## config.mk

```make
export PLATFORM = sky130hd
export DESIGN_NAME = circular_heading_smoother_top
export DESIGN_NICKNAME = d
export VERILOG_FILES = /design/src/sv/chs_pkg.sv /design/src/sv/circular_heading_smoother_top.sv
export SDC_FILE = /design/constraint.sdc
export NUM_CORES = 2
export LEC_CHECK = 0
export ABC_AREA = 0
export BUFFER_PORTS_ARGS = -buffer_cell sky130_fd_sc_hd__buf_4
export CAP_MARGIN = 30
export CORE_MARGIN = 2
export CORE_UTILIZATION = 49
export DETAILED_ROUTE_END_ITERATION = 10
export PLACE_DENSITY = 0.68
export SLEW_MARGIN = 0
export SYNTH_ARGS = -nofsm -noshare
export SYNTH_HDL_FRONTEND = slang
export SYNTH_SLANG_ARGS = --single-unit
```

## constraint.sdc

```tcl
create_clock -name i_clk -period 21.3 [get_ports i_clk]
set_input_delay 1.065 -clock i_clk [delete_from_list [all_inputs] [get_ports i_clk]]
set_output_delay 1.065 -clock i_clk [all_outputs]
set_load 0.02 [all_outputs]
```

## src/sv/chs_pkg.sv

```systemverilog
`timescale 1ns / 1ps
`default_nettype none

package chs_pkg;

    localparam int FRACTION_BITS_DEF = 16;
    localparam int ALPHA_BITS        = 16;
    localparam int ANGLE_W           = 12;
    localparam int RAW_W             = 16;
    localparam int TILT_W            = 8;
    localparam int OFFSET_W          = 12;
    localparam int CFG_DATA_W        = 16;
    localparam int CFG_INDEX_W       = 2;

    localparam int FULL_TURN_TENTHS  = 3600;
    localparam int HALF_TURN_TENTHS  = 1800;
    localparam int MAX_RAW_TENTHS    = 3599;

    localparam logic [CFG_INDEX_W-1:0] CFG_MOUNT_OFFSET = 2'd0;
    localparam logic [CFG_INDEX_W-1:0] CFG_ALPHA        = 2'd1;

    localparam logic [ALPHA_BITS-1:0] ALPHA_RESET = 16'hFFFF;

endpackage

`default_nettype wire

```

## src/sv/circular_heading_smoother_top.sv

```systemverilog
// Each request passes from the input register to the result register when out_free.
// Throughput: one request per cycle unless the output stalls; the heading update (wrapped
// difference, one multiply, add and wrap) is combinational between input and result registers.
// Reset: synchronous, active low; clears valid flags, filter state and extremes,
// offset to 0 and alpha to 65535. No clearing pass.
`timescale 1ns / 1ps
`default_nettype none

module circular_heading_smoother_top #(
    parameter int FRACTION_BITS = chs_pkg::FRACTION_BITS_DEF
) (
    input  wire logic                                i_clk,
    input  wire logic                                i_rst_n,
    input  wire logic                                i_cfg_we,
    input  wire logic [chs_pkg::CFG_INDEX_W-1:0]     i_cfg_index,
    input  wire logic [chs_pkg::CFG_DATA_W-1:0]      i_cfg_data,
    input  wire logic                                i_in_valid,
    output logic                                     o_in_ready,
    input  wire logic [chs_pkg::RAW_W-1:0]           i_raw_angle_tenths,
    input  wire logic signed [chs_pkg::TILT_W-1:0]   i_pitch_degrees,
    input  wire logic signed [chs_pkg::TILT_W-1:0]   i_roll_degrees,
    output logic                                     o_out_valid,
    input  wire logic                                i_out_ready,
    output logic [chs_pkg::ANGLE_W-1:0]              o_heading_tenths,
    output logic signed [chs_pkg::TILT_W-1:0]        o_pitch_now,
    output logic signed [chs_pkg::TILT_W-1:0]        o_roll_now,
    output logic signed [chs_pkg::TILT_W-1:0]        o_pitch_highest,
    output logic signed [chs_pkg::TILT_W-1:0]        o_pitch_lowest,
    output logic signed [chs_pkg::TILT_W-1:0]        o_roll_highest,
    output logic signed [chs_pkg::TILT_W-1:0]        o_roll_lowest
);
    import chs_pkg::*;

    localparam int HW = ANGLE_W + FRACTION_BITS;
    localparam int DW = HW + 2;
    localparam int AW = ANGLE_W + 2;

    localparam logic signed [DW-1:0] FULL_FX =
        DW'(longint'(FULL_TURN_TENTHS) << FRACTION_BITS);
    localparam logic signed [DW-1:0] HALF_FX =
        DW'(longint'(HALF_TURN_TENTHS) << FRACTION_BITS);
    localparam logic signed [AW-1:0] FULL_A = AW'(FULL_TURN_TENTHS);
    localparam logic [ANGLE_W-1:0]   MAX_RAW = ANGLE_W'(MAX_RAW_TENTHS);

    // configuration
    logic signed [OFFSET_W-1:0] r_offset;
    logic [ALPHA_BITS-1:0]      r_alpha;

    always_ff @(posedge i_clk) begin
        if (!i_rst_n) begin
            r_offset <= '0;
            r_alpha  <= ALPHA_RESET;
        end else if (i_cfg_we) begin
            unique case (i_cfg_index)
                CFG_MOUNT_OFFSET: r_offset <= i_cfg_data[OFFSET_W-1:0];
                CFG_ALPHA:        r_alpha  <= i_cfg_data[ALPHA_BITS-1:0];
                default: ;
            endcase
        end
    end

    // input register
    logic                      r_s1_valid;
    logic [RAW_W-1:0]          r_s1_raw;
    logic signed [TILT_W-1:0]  r_s1_pitch;
    logic signed [TILT_W-1:0]  r_s1_roll;
    logic                      out_free;
    logic                      s1_move;

    assign out_free   = !o_out_valid || i_out_ready;
    assign s1_move    = r_s1_valid && out_free;
    assign o_in_ready = !r_s1_valid || out_free;

    always_ff @(posedge i_clk) begin
        if (!i_rst_n) begin
            r_s1_valid <= 1'b0;
        end else if (o_in_ready) begin
            r_s1_valid <= i_in_valid;
        end
    end

    always_ff @(posedge i_clk) begin
        if (o_in_ready && i_in_valid) begin
            r_s1_raw   <= i_raw_angle_tenths;
            r_s1_pitch <= i_pitch_degrees;
            r_s1_roll  <= i_roll_degrees;
        end
    end

    // filter state
    logic [HW-1:0]            r_h;
    logic                     r_heading_valid;
    logic                     r_ext_valid;
    logic signed [TILT_W-1:0] r_pitch_max;
    logic signed [TILT_W-1:0] r_pitch_min;
    logic signed [TILT_W-1:0] r_roll_max;
    logic signed [TILT_W-1:0] r_roll_min;

    logic [ANGLE_W-1:0]            raw_c;
    logic signed [AW-1:0]          angle;
    logic signed [AW-1:0]          angle_w;
    logic [HW-1:0]                 target;
    logic signed [DW-1:0]          diff;
    logic signed [DW-1:0]          diff_w;
    logic signed [DW+ALPHA_BITS:0] prod;
    logic signed [DW-1:0]          step;
    logic signed [DW-1:0]          h_sum;
    logic signed [DW-1:0]          h_wrap;
    logic [HW-1:0]                 n_h;
    logic signed [TILT_W-1:0]      n_pitch_max;
    logic signed [TILT_W-1:0]      n_pitch_min;
    logic signed [TILT_W-1:0]      n_roll_max;
    logic signed [TILT_W-1:0]      n_roll_min;

    always_comb begin
        raw_c = (r_s1_raw > RAW_W'(MAX_RAW_TENTHS)) ? MAX_RAW : r_s1_raw[ANGLE_W-1:0];
        angle = signed'({2'b00, raw_c}) + AW'(r_offset);
        angle_w = angle;
        if (angle_w >= FULL_A) begin
            angle_w = angle_w - FULL_A;
        end
        if (angle_w < 0) begin
            angle_w = angle_w + FULL_A;
        end
        target = {angle_w[ANGLE_W-1:0], {FRACTION_BITS{1'b0}}};

        diff = signed'({2'b00, target}) - signed'({2'b00, r_h});
        diff_w = diff;
        if (diff_w > HALF_FX) begin
            diff_w = diff_w - FULL_FX;
        end
        if (diff_w < -HALF_FX) begin
            diff_w = diff_w + FULL_FX;
        end
        // floor rounding of the scaled step falls out of the arithmetic shift
        prod = diff_w * signed'({1'b0, r_alpha});
        step = prod[ALPHA_BITS +: DW];
        h_sum = signed'({2'b00, r_h}) + step;
        h_wrap = h_sum;
        if (h_wrap >= FULL_FX) begin
            h_wrap = h_wrap - FULL_FX;
        end
        if (h_wrap < 0) begin
            h_wrap = h_wrap + FULL_FX;
        end
        n_h = r_heading_valid ? h_wrap[HW-1:0] : target;

        if (!r_ext_valid) begin
            n_pitch_max = r_s1_pitch;
            n_pitch_min = r_s1_pitch;
            n_roll_max  = r_s1_roll;
            n_roll_min  = r_s1_roll;
        end else begin
            n_pitch_max = (r_s1_pitch > r_pitch_max) ? r_s1_pitch : r_pitch_max;
            n_pitch_min = (r_s1_pitch < r_pitch_min) ? r_s1_pitch : r_pitch_min;
            n_roll_max  = (r_s1_roll > r_roll_max) ? r_s1_roll : r_roll_max;
            n_roll_min  = (r_s1_roll < r_roll_min) ? r_s1_roll : r_roll_min;
        end
    end

    always_ff @(posedge i_clk) begin
        if (!i_rst_n) begin
            r_h             <= '0;
            r_heading_valid <= 1'b0;
            r_ext_valid     <= 1'b0;
            r_pitch_max     <= '0;
            r_pitch_min     <= '0;
            r_roll_max      <= '0;
            r_roll_min      <= '0;
        end else if (s1_move) begin
            r_h             <= n_h;
            r_heading_valid <= 1'b1;
            r_ext_valid     <= 1'b1;
            r_pitch_max     <= n_pitch_max;
            r_pitch_min     <= n_pitch_min;
            r_roll_max      <= n_roll_max;
            r_roll_min      <= n_roll_min;
        end
    end

    // result register
    logic r_out_valid;

    always_ff @(posedge i_clk) begin
        if (!i_rst_n) begin
            r_out_valid <= 1'b0;
        end else if (out_free) begin
            r_out_valid <= r_s1_valid;
        end
    end

    always_ff @(posedge i_clk) begin
        if (s1_move) begin
            o_heading_tenths <= n_h[HW-1:FRACTION_BITS];
            o_pitch_now      <= r_s1_pitch;
            o_roll_now       <= r_s1_roll;
            o_pitch_highest  <= n_pitch_max;
            o_pitch_lowest   <= n_pitch_min;
            o_roll_highest   <= n_roll_max;
            o_roll_lowest    <= n_roll_min;
        end
    end

    assign o_out_valid = r_out_valid;

    a_heading_in_range: assert property (@(posedge i_clk) disable iff (!i_rst_n)
        signed'({2'b00, r_h}) < FULL_FX)
        else $error("smoothed heading left the circle");

    a_extremes_ordered: assert property (@(posedge i_clk) disable iff (!i_rst_n)
        o_out_valid |-> (o_pitch_lowest <= o_pitch_highest) &&
                        (o_roll_lowest <= o_roll_highest))
        else $error("extremes out of order");

    a_valid_sticky: assert property (@(posedge i_clk) disable iff (!i_rst_n)
        r_heading_valid |=> r_heading_valid)
        else $error("heading valid dropped without reset");

    a_stall_cause: assert property (@(posedge i_clk) disable iff (!i_rst_n)
        !o_in_ready |-> r_s1_valid && o_out_valid && !i_out_ready)
        else $error("input stalled without a full pipeline");

endmodule

`default_nettype wire
```

# After elaboration in Yosys (flattened, before gate mapping)
# Index checks and enable logic that the tools add are counted.
# word_totals
elab_cells,67
reg_bits,183
# op_classes
magnitude_cmp,11
n_eq_ne,1
reduce_logical,9
multipliers,1
addsub,9
mux,16
# ops
operator,n
2-to-1 mux 30 bit,3
2-to-1 mux 8 bit,8
2-to-1 mux 28 bit,2
multiplier 30 x 17 -> 46 bit,1
adder 29 x 30 -> 30 bit,1
adder 30 x 29 -> 30 bit (second input constant),1
greater-or-equal comparator 30 x 29 -> 1 bit (second input constant),1
less-than comparator 30 x 1 -> 1 bit (second input constant),1
less-than comparator 30 x 28 -> 1 bit (second input constant),1
subtractor 29 x 29 -> 30 bit (second input constant),1
subtractor 30 x 29 -> 30 bit (second input constant),1
greater-than comparator 29 x 28 -> 1 bit (second input constant),1
subtractor 28 x 28 -> 29 bit,1
adder 28 x 26 -> 28 bit (second input constant),1
2-to-1 mux 12 bit,2
greater-than comparator 16 x 12 -> 1 bit (second input constant),1
greater-than comparator 8 bit,2
less-than comparator 8 bit,2
adder 13 x 12 -> 14 bit,1
greater-or-equal comparator 14 x 13 -> 1 bit (second input constant),1
less-than comparator 14 x 1 -> 1 bit (second input constant),1
2-to-1 mux 14 bit,1
subtractor 14 x 13 -> 14 bit (second input constant),1
adder 12 x 10 -> 12 bit (second input constant),1
other kinds (6),10

# Logic depth before layout (Yosys ltp)
# depth
word_depth,19
ltp_mapped,95
depth_no_buf,90

# Least setup slack after synthesis
# No wires, ideal clock.
# synth_path
kind,register -> register
start,reg r_s1_raw[5]
end,reg r_h[22]
period_less_slack_ns,18.932
setup_slack_ns,2.368
stages_incl_launch_ff,92
t_arrival_ns,18.858
setup_time_ns,0.073
path_cell_list,edfxtp_1 or4_1 o2111ai_1 and2_1 nand2b_1 ha_1 a211oi_1 o21ai_0 a21oi_1 xor2_1 ha_1 nand4b_1 o2111a_1 a21oi_1 o211a_1 nor2_1 xnor2_1 ha_1 [56 not listed] a21boi_0 xor2_1 ha_1 nand3_1 nor2_1 o211ai_1 nor4_1 nand4_1 or4_1 a21boi_0 o22ai_1 xnor2_1 ha_1 a21boi_0 xnor2_1 o21ai_0 nand2_1 a21oi_1
# synth_between
elab_chain_len,19
# synth_rtl
item,line_no,text
start: declaration,circular_heading_smoother_top.sv:64,logic [RAW_W-1:0] r_s1_raw;
start signal: assignment,circular_heading_smoother_top.sv:84,r_s1_raw <= i_raw_angle_tenths;
greater-than comparator 16 x 12 -> 1 bit,circular_heading_smoother_top.sv:116,raw_c = (r_s1_raw > RAW_W'(MAX_RAW_TENTHS)) ? MAX_RAW : r_s1_raw[ANGLE_W-1:0];
2-to-1 mux 12 bit (*),circular_heading_smoother_top.sv:116,
adder 13 x 12 -> 14 bit (*),circular_heading_smoother_top.sv:117,"angle = signed'({2'b00, raw_c}) + AW'(r_offset);"
subtractor 14 x 13 -> 14 bit / greater-or-equal comparator 14 x 13 -> 1 bit (equally long branches),"circular_heading_smoother_top.sv:120, circular_heading_smoother_top.sv:119",
2-to-1 mux 14 bit (*),circular_heading_smoother_top.sv:119,if (angle_w >= FULL_A) begin
adder 12 x 10 -> 12 bit / less-than comparator 14 x 1 -> 1 bit (equally long branches),"circular_heading_smoother_top.sv:123, circular_heading_smoother_top.sv:122",
2-to-1 mux 12 bit (*),circular_heading_smoother_top.sv:122,if (angle_w < 0) begin
subtractor 28 x 28 -> 29 bit,circular_heading_smoother_top.sv:127,"diff = signed'({2'b00, target}) - signed'({2'b00, r_h});"
[4 not listed],n/a,
multiplier 30 x 17 -> 46 bit,circular_heading_smoother_top.sv:136,"prod = diff_w * signed'({1'b0, r_alpha});"
adder 29 x 30 -> 30 bit,circular_heading_smoother_top.sv:138,"h_sum = signed'({2'b00, r_h}) + step;"
subtractor 30 x 29 -> 30 bit / greater-or-equal comparator 30 x 29 -> 1 bit (equally long branches),"circular_heading_smoother_top.sv:141, circular_heading_smoother_top.sv:140",
2-to-1 mux 30 bit,circular_heading_smoother_top.sv:140,if (h_wrap >= FULL_FX) begin
adder 28 x 26 -> 28 bit / less-than comparator 30 x 1 -> 1 bit (equally long branches),"circular_heading_smoother_top.sv:144, circular_heading_smoother_top.sv:143",
2-to-1 mux 28 bit,circular_heading_smoother_top.sv:143,if (h_wrap < 0) begin
2-to-1 mux 28 bit (*),circular_heading_smoother_top.sv:146,n_h = r_heading_valid ? h_wrap[HW-1:0] : target;
net n_h[22],circular_heading_smoother_top.sv:109,logic [HW-1:0] n_h;
end signal: assignment,circular_heading_smoother_top.sv:171,r_h <= n_h;
end: declaration,circular_heading_smoother_top.sv:91,logic [HW-1:0] r_h;
# Mark *: on every way through the listed nets, which the timed path passes. The rest lies on a longest branch.
# A chain may end at the register's enable or synchronous reset.

# Final worst setup path
# layout_path
start,reg r_s1_raw[5]
end,reg r_h[24]
# Same word-level chain as after synthesis.

==> flow_results.xml <==
<?xml version="1.0" encoding="UTF-8"?>
<metrics>
  <group name="clock_network">
    <metric name="cts-root-buf" unit="">sky130_fd_sc_hd__clkbuf_16</metric>
    <metric name="cts_tree" unit="">yes</metric>
    <metric name="clockBufferDepth" unit="">2</metric>
    <metric name="worst_skew_pair.late_latency" unit="ps">450</metric>
    <metric name="clock-sinks" unit="">183</metric>
    <metric name="number_of_buffers_added_by_the_clock_tree_synthesis_step" unit="">17</metric>
    <metric name="cts_htree_levels" unit="">4</metric>
    <metric name="path_clk_slew" unit="ps">80</metric>
  </group>
  <group name="routing">
    <metric name="route.detailed.drc" unit="">0</metric>
    <metric name="detail_route.first_pass.iterations" unit="">9</metric>
    <metric name="finalWirelength" unit="mm">72.25</metric>
    <metric name="avgRoutedWirePerCell" unit="um">17.83</metric>
    <metric name="viasPerCell" unit="">5.420</metric>
    <metric name="number_of_nets_with_antenna_violations_after_routing" unit="">0</metric>
    <metric name="drt_iter0_drc" unit="">1515</metric>
    <metric name="via_count" unit="">21970</metric>
  </group>
  <group name="worst_setup_path">
    <metric name="worst_path_most_repeated_cell" unit="">sky130_fd_sc_hd__ha_1</metric>
    <metric name="crit_required" unit="ps">21680</metric>
    <metric name="worst_setup_path_start_kind" unit="">flip-flop</metric>
    <metric name="crit_arrival" unit="ps">20590</metric>
    <metric name="crit_path_max_fanout" unit="">10</metric>
    <metric name="max_stage_delay_cell_worst_path" unit="">sky130_fd_sc_hd__or4_1</metric>
    <metric name="critical-path-max-stage-delay" unit="ps">580</metric>
    <metric name="timing.critical_path.to_type" unit="">flip-flop</metric>
    <metric name="timing_worst_setup_path_type" unit="">reg2reg</metric>
  </group>
  <group name="floorplanning">
    <metric name="design.core.area" unit="um^2">57700</metric>
    <metric name="fp.dieH" unit="um">245.7</metric>
    <metric name="ios" unit="">117</metric>
    <metric name="floorplan.initialDensity" unit="%">49.62</metric>
    <metric name="floorplan_row_count" unit="">88</metric>
    <metric name="die_width" unit="um">245.7</metric>
    <metric name="die_outline_area" unit="um^2">60380</metric>
  </group>
  <group name="timing">
    <metric name="report.final.setup_viol" unit="">0</metric>
    <metric name="final_number_of_max_transition_violations" unit="">0</metric>
    <metric name="worst_hold_margin" unit="ps">465.1</metric>
    <metric name="fin_worst_skew" unit="ps">18.99</metric>
    <metric name="layout_worst_path_cycle_share" unit="%">94.92</metric>
    <metric name="timing.slew.headroom" unit="%">30.15</metric>
    <metric name="timing.final.hold_violations" unit="">0</metric>
    <metric name="worst_pin_slew" unit="ps">1040</metric>
    <metric name="fmax" unit="GHz">0.04946</metric>
    <metric name="period_minus_slack" unit="ps">20220</metric>
    <metric name="final.setup.worst_slack" unit="ps">1083</metric>
  </group>
  <group name="yosys">
    <metric name="yosys_warnings" unit="">0</metric>
    <metric name="synth_top_area_cell" unit="">sky130_fd_sc_hd__fa_1</metric>
    <metric name="synth_async_sr_flop_share" unit="%">0</metric>
    <metric name="synth.net_count" unit="">3936</metric>
    <metric name="synth_enable_flop_cells" unit="">92</metric>
    <metric name="syn_area" unit="um^2">28630</metric>
    <metric name="post_synth_cell_types" unit="">79</metric>
    <metric name="count_leader_synth" unit="">sky130_fd_sc_hd__inv_1</metric>
    <metric name="synth_top_area_share" unit="%">31.89</metric>
    <metric name="synth_commonest_cells" unit="">sky130_fd_sc_hd__inv_1 (619), sky130_fd_sc_hd__fa_1 (456), sky130_fd_sc_hd__nand2_1 (423)</metric>
    <metric name="post_synth_main_area_contributors" unit="">sky130_fd_sc_hd__fa_1 (32%), sky130_fd_sc_hd__edfxtp_1 (9.6%), sky130_fd_sc_hd__ha_1 (8.9%)</metric>
    <metric name="ys_seq_area_share" unit="%">16.01</metric>
    <metric name="ys_ff_latch" unit="">183</metric>
    <metric name="synthesis.area_per_instance" unit="um^2">8.885</metric>
    <metric name="netlist_instances" unit="">3222</metric>
    <metric name="synth_flop_cell" unit="">sky130_fd_sc_hd__edfxtp_1</metric>
  </group>
  <group name="flow_run">
    <metric name="cap_violations" unit="">0</metric>
  </group>
  <group name="placement">
    <metric name="numPlacedInstances" unit="">4015</metric>
    <metric name="placement.io_buffers" unit="">116</metric>
    <metric name="detailedPlace.worstSlack" unit="ps">96.72</metric>
    <metric name="dp_hpwl" unit="mm">56.44</metric>
    <metric name="place_area" unit="um^2">30300</metric>
    <metric name="finalWeightedCongestion" unit="">0.9596</metric>
  </group>
  <group name="min_path">
    <metric name="hp-class" unit="">reg2reg</metric>
  </group>
  <group name="grt">
    <metric name="global_route_total_usage_across_every_layer" unit="%">25.00</metric>
    <metric name="first_pass_grt_wire_length" unit="mm">120.0</metric>
    <metric name="globalRoute.totalOverflow" unit="">0</metric>
    <metric name="antenna_violations_before_repair" unit="">1</metric>
    <metric name="via_count_of_the_first_global_routing_pass" unit="">22310</metric>
    <metric name="grt_max_degree" unit="">59</metric>
  </group>
  <group name="finish">
    <metric name="num-nets-final" unit="">3987</metric>
    <metric name="layout-drive-gt1-share" unit="%">8.734</metric>
    <metric name="area_growth" unit="%">8.518</metric>
    <metric name="final_cell_area" unit="um^2">31070</metric>
    <metric name="finalNonFillerCells" unit="">4053</metric>
    <metric name="fill_cells" unit="">5363</metric>
  </group>
  <group name="run_status">
    <metric name="outcome" unit="">finished, final reports clean</metric>
  </group>
</metrics>
## routing by layer
metal	share of wire, %	vias to the layer above	GRT usage, %
met2	48	534	41.30
met5	0	-	0
met1	45	11050	35.45
met3	4.6	101	2.543
li1	-	10280	-
met4	2.2	0	5.900
## critical path, delay by kind of cell, from the launching register on
kind            cells  cell delay (ps)
fa+ha+maj          17             6230
simple gates       28             5480
compound gates     25             5260
xor+xnor            7             1290
mux                 4              930
buf+inv             6              530
flops               1              370
## cells by family (layout without fill, tap and decap cells)
| logic type | after synthesis | after routing | synth area share [%] |
|---|---|---|---|
| other | 0 | 2 | 0 |
| buffers and inverters | 757 | 821 | 10.06 |
| AO/OA/AOI/OAI | 412 | 412 | 9.606 |
| flip-flops | 183 | 183 | 16.01 |
| AND/OR/NAND/NOR | 1026 | 1026 | 17.38 |
| multiplexers | 58 | 58 | 2.181 |
| adder cells (fa/ha/maj) | 659 | 659 | 40.76 |
| XOR/XNOR | 127 | 127 | 4.003 |
## flip-flops by register name, summed over array words and instances (netlist names), 8 cells and up
register	flops
o_roll_highest	8
r_roll_max	8
r_pitch_max	8
r_s1_roll	8
r_offset	12
o_pitch_lowest	8
r_s1_pitch	8
o_roll_lowest	8
r_s1_raw	16
o_pitch_highest	8
o_pitch_now	8
o_roll_now	8
r_pitch_min	8
o_heading_tenths	12
r_alpha	16
r_h	28
r_roll_min	8
## path summary, 6_finish.rpt
| path | start | end | slack [ps] | cells after the start |
|---|---|---|---|---|
| min | r_s1_pitch[0] | o_pitch_now[0] | 470 | 0 |
| max | r_s1_raw[5] | r_h[24] | 1080 | 87 |
| min reg2reg | r_s1_pitch[0] | o_pitch_now[0] | 470 | 0 |
| max reg2reg | r_s1_raw[5] | r_h[24] | 1080 | 87 |
## stage by stage
step / TNS, ps / util [%]
after global routing: -391.8 / 53.84
after CTS: 0 / 53.57
after floorplan: 0 / -
after detailed placement: 0 / 52.52
final: 0 / 53.85
after global placement: 0 / 52.52
## layout by cell type, fill, tap and decap left out, drive strengths merged, types with 7 or more instances in the layout
cell type and count:
nor3 38, o211a 11, o211ai 11, xnor2 82
xor2 45, nand3 42, mux2 32, ha 203
a211oi 41, a221oi 7, or3 14, or4 7
o22ai 9, nand2b 23, fa 456, a31oi 10
a21o 25, nand4 13, and2 220, edfxtp 92
nor4 16, nor2 149, a21boi 14, mux2i 26
and3 22, nor2b 17, clkbuf 17, o21a 29
a21oi 105, o21ai 75, nand3b 10, or2 11
o31ai 10, buf 170, nand2 424, dfxtp 91
inv 628
## repair_timing
action,4_1_cts,5_1_grt
pin swaps,0,3
endpoints found under the setup margin,2,16
setup buffers,0,3
gates resized for setup,1,29
hold buffers,0,0
## layout make-up
cell class                      count  area (um^2)  share of cell area, %
Clock inverter                     15        176.4                 0.5679
Clock buffer                       17        425.4                  1.369
Inverter                          619         2323                  7.479
Antenna cell                        2        5.005                0.01611
Timing Repair Buffer              170         1284                  4.132
Sequential cell                   183         4587                  14.76
Multi-Input combinational cell   2282        21310                  68.59
Tap cell                          765        957.2                  3.081
Power is not shown: default switching activity piles up to over one toggle a cycle in this logic, so the estimate is an artifact.
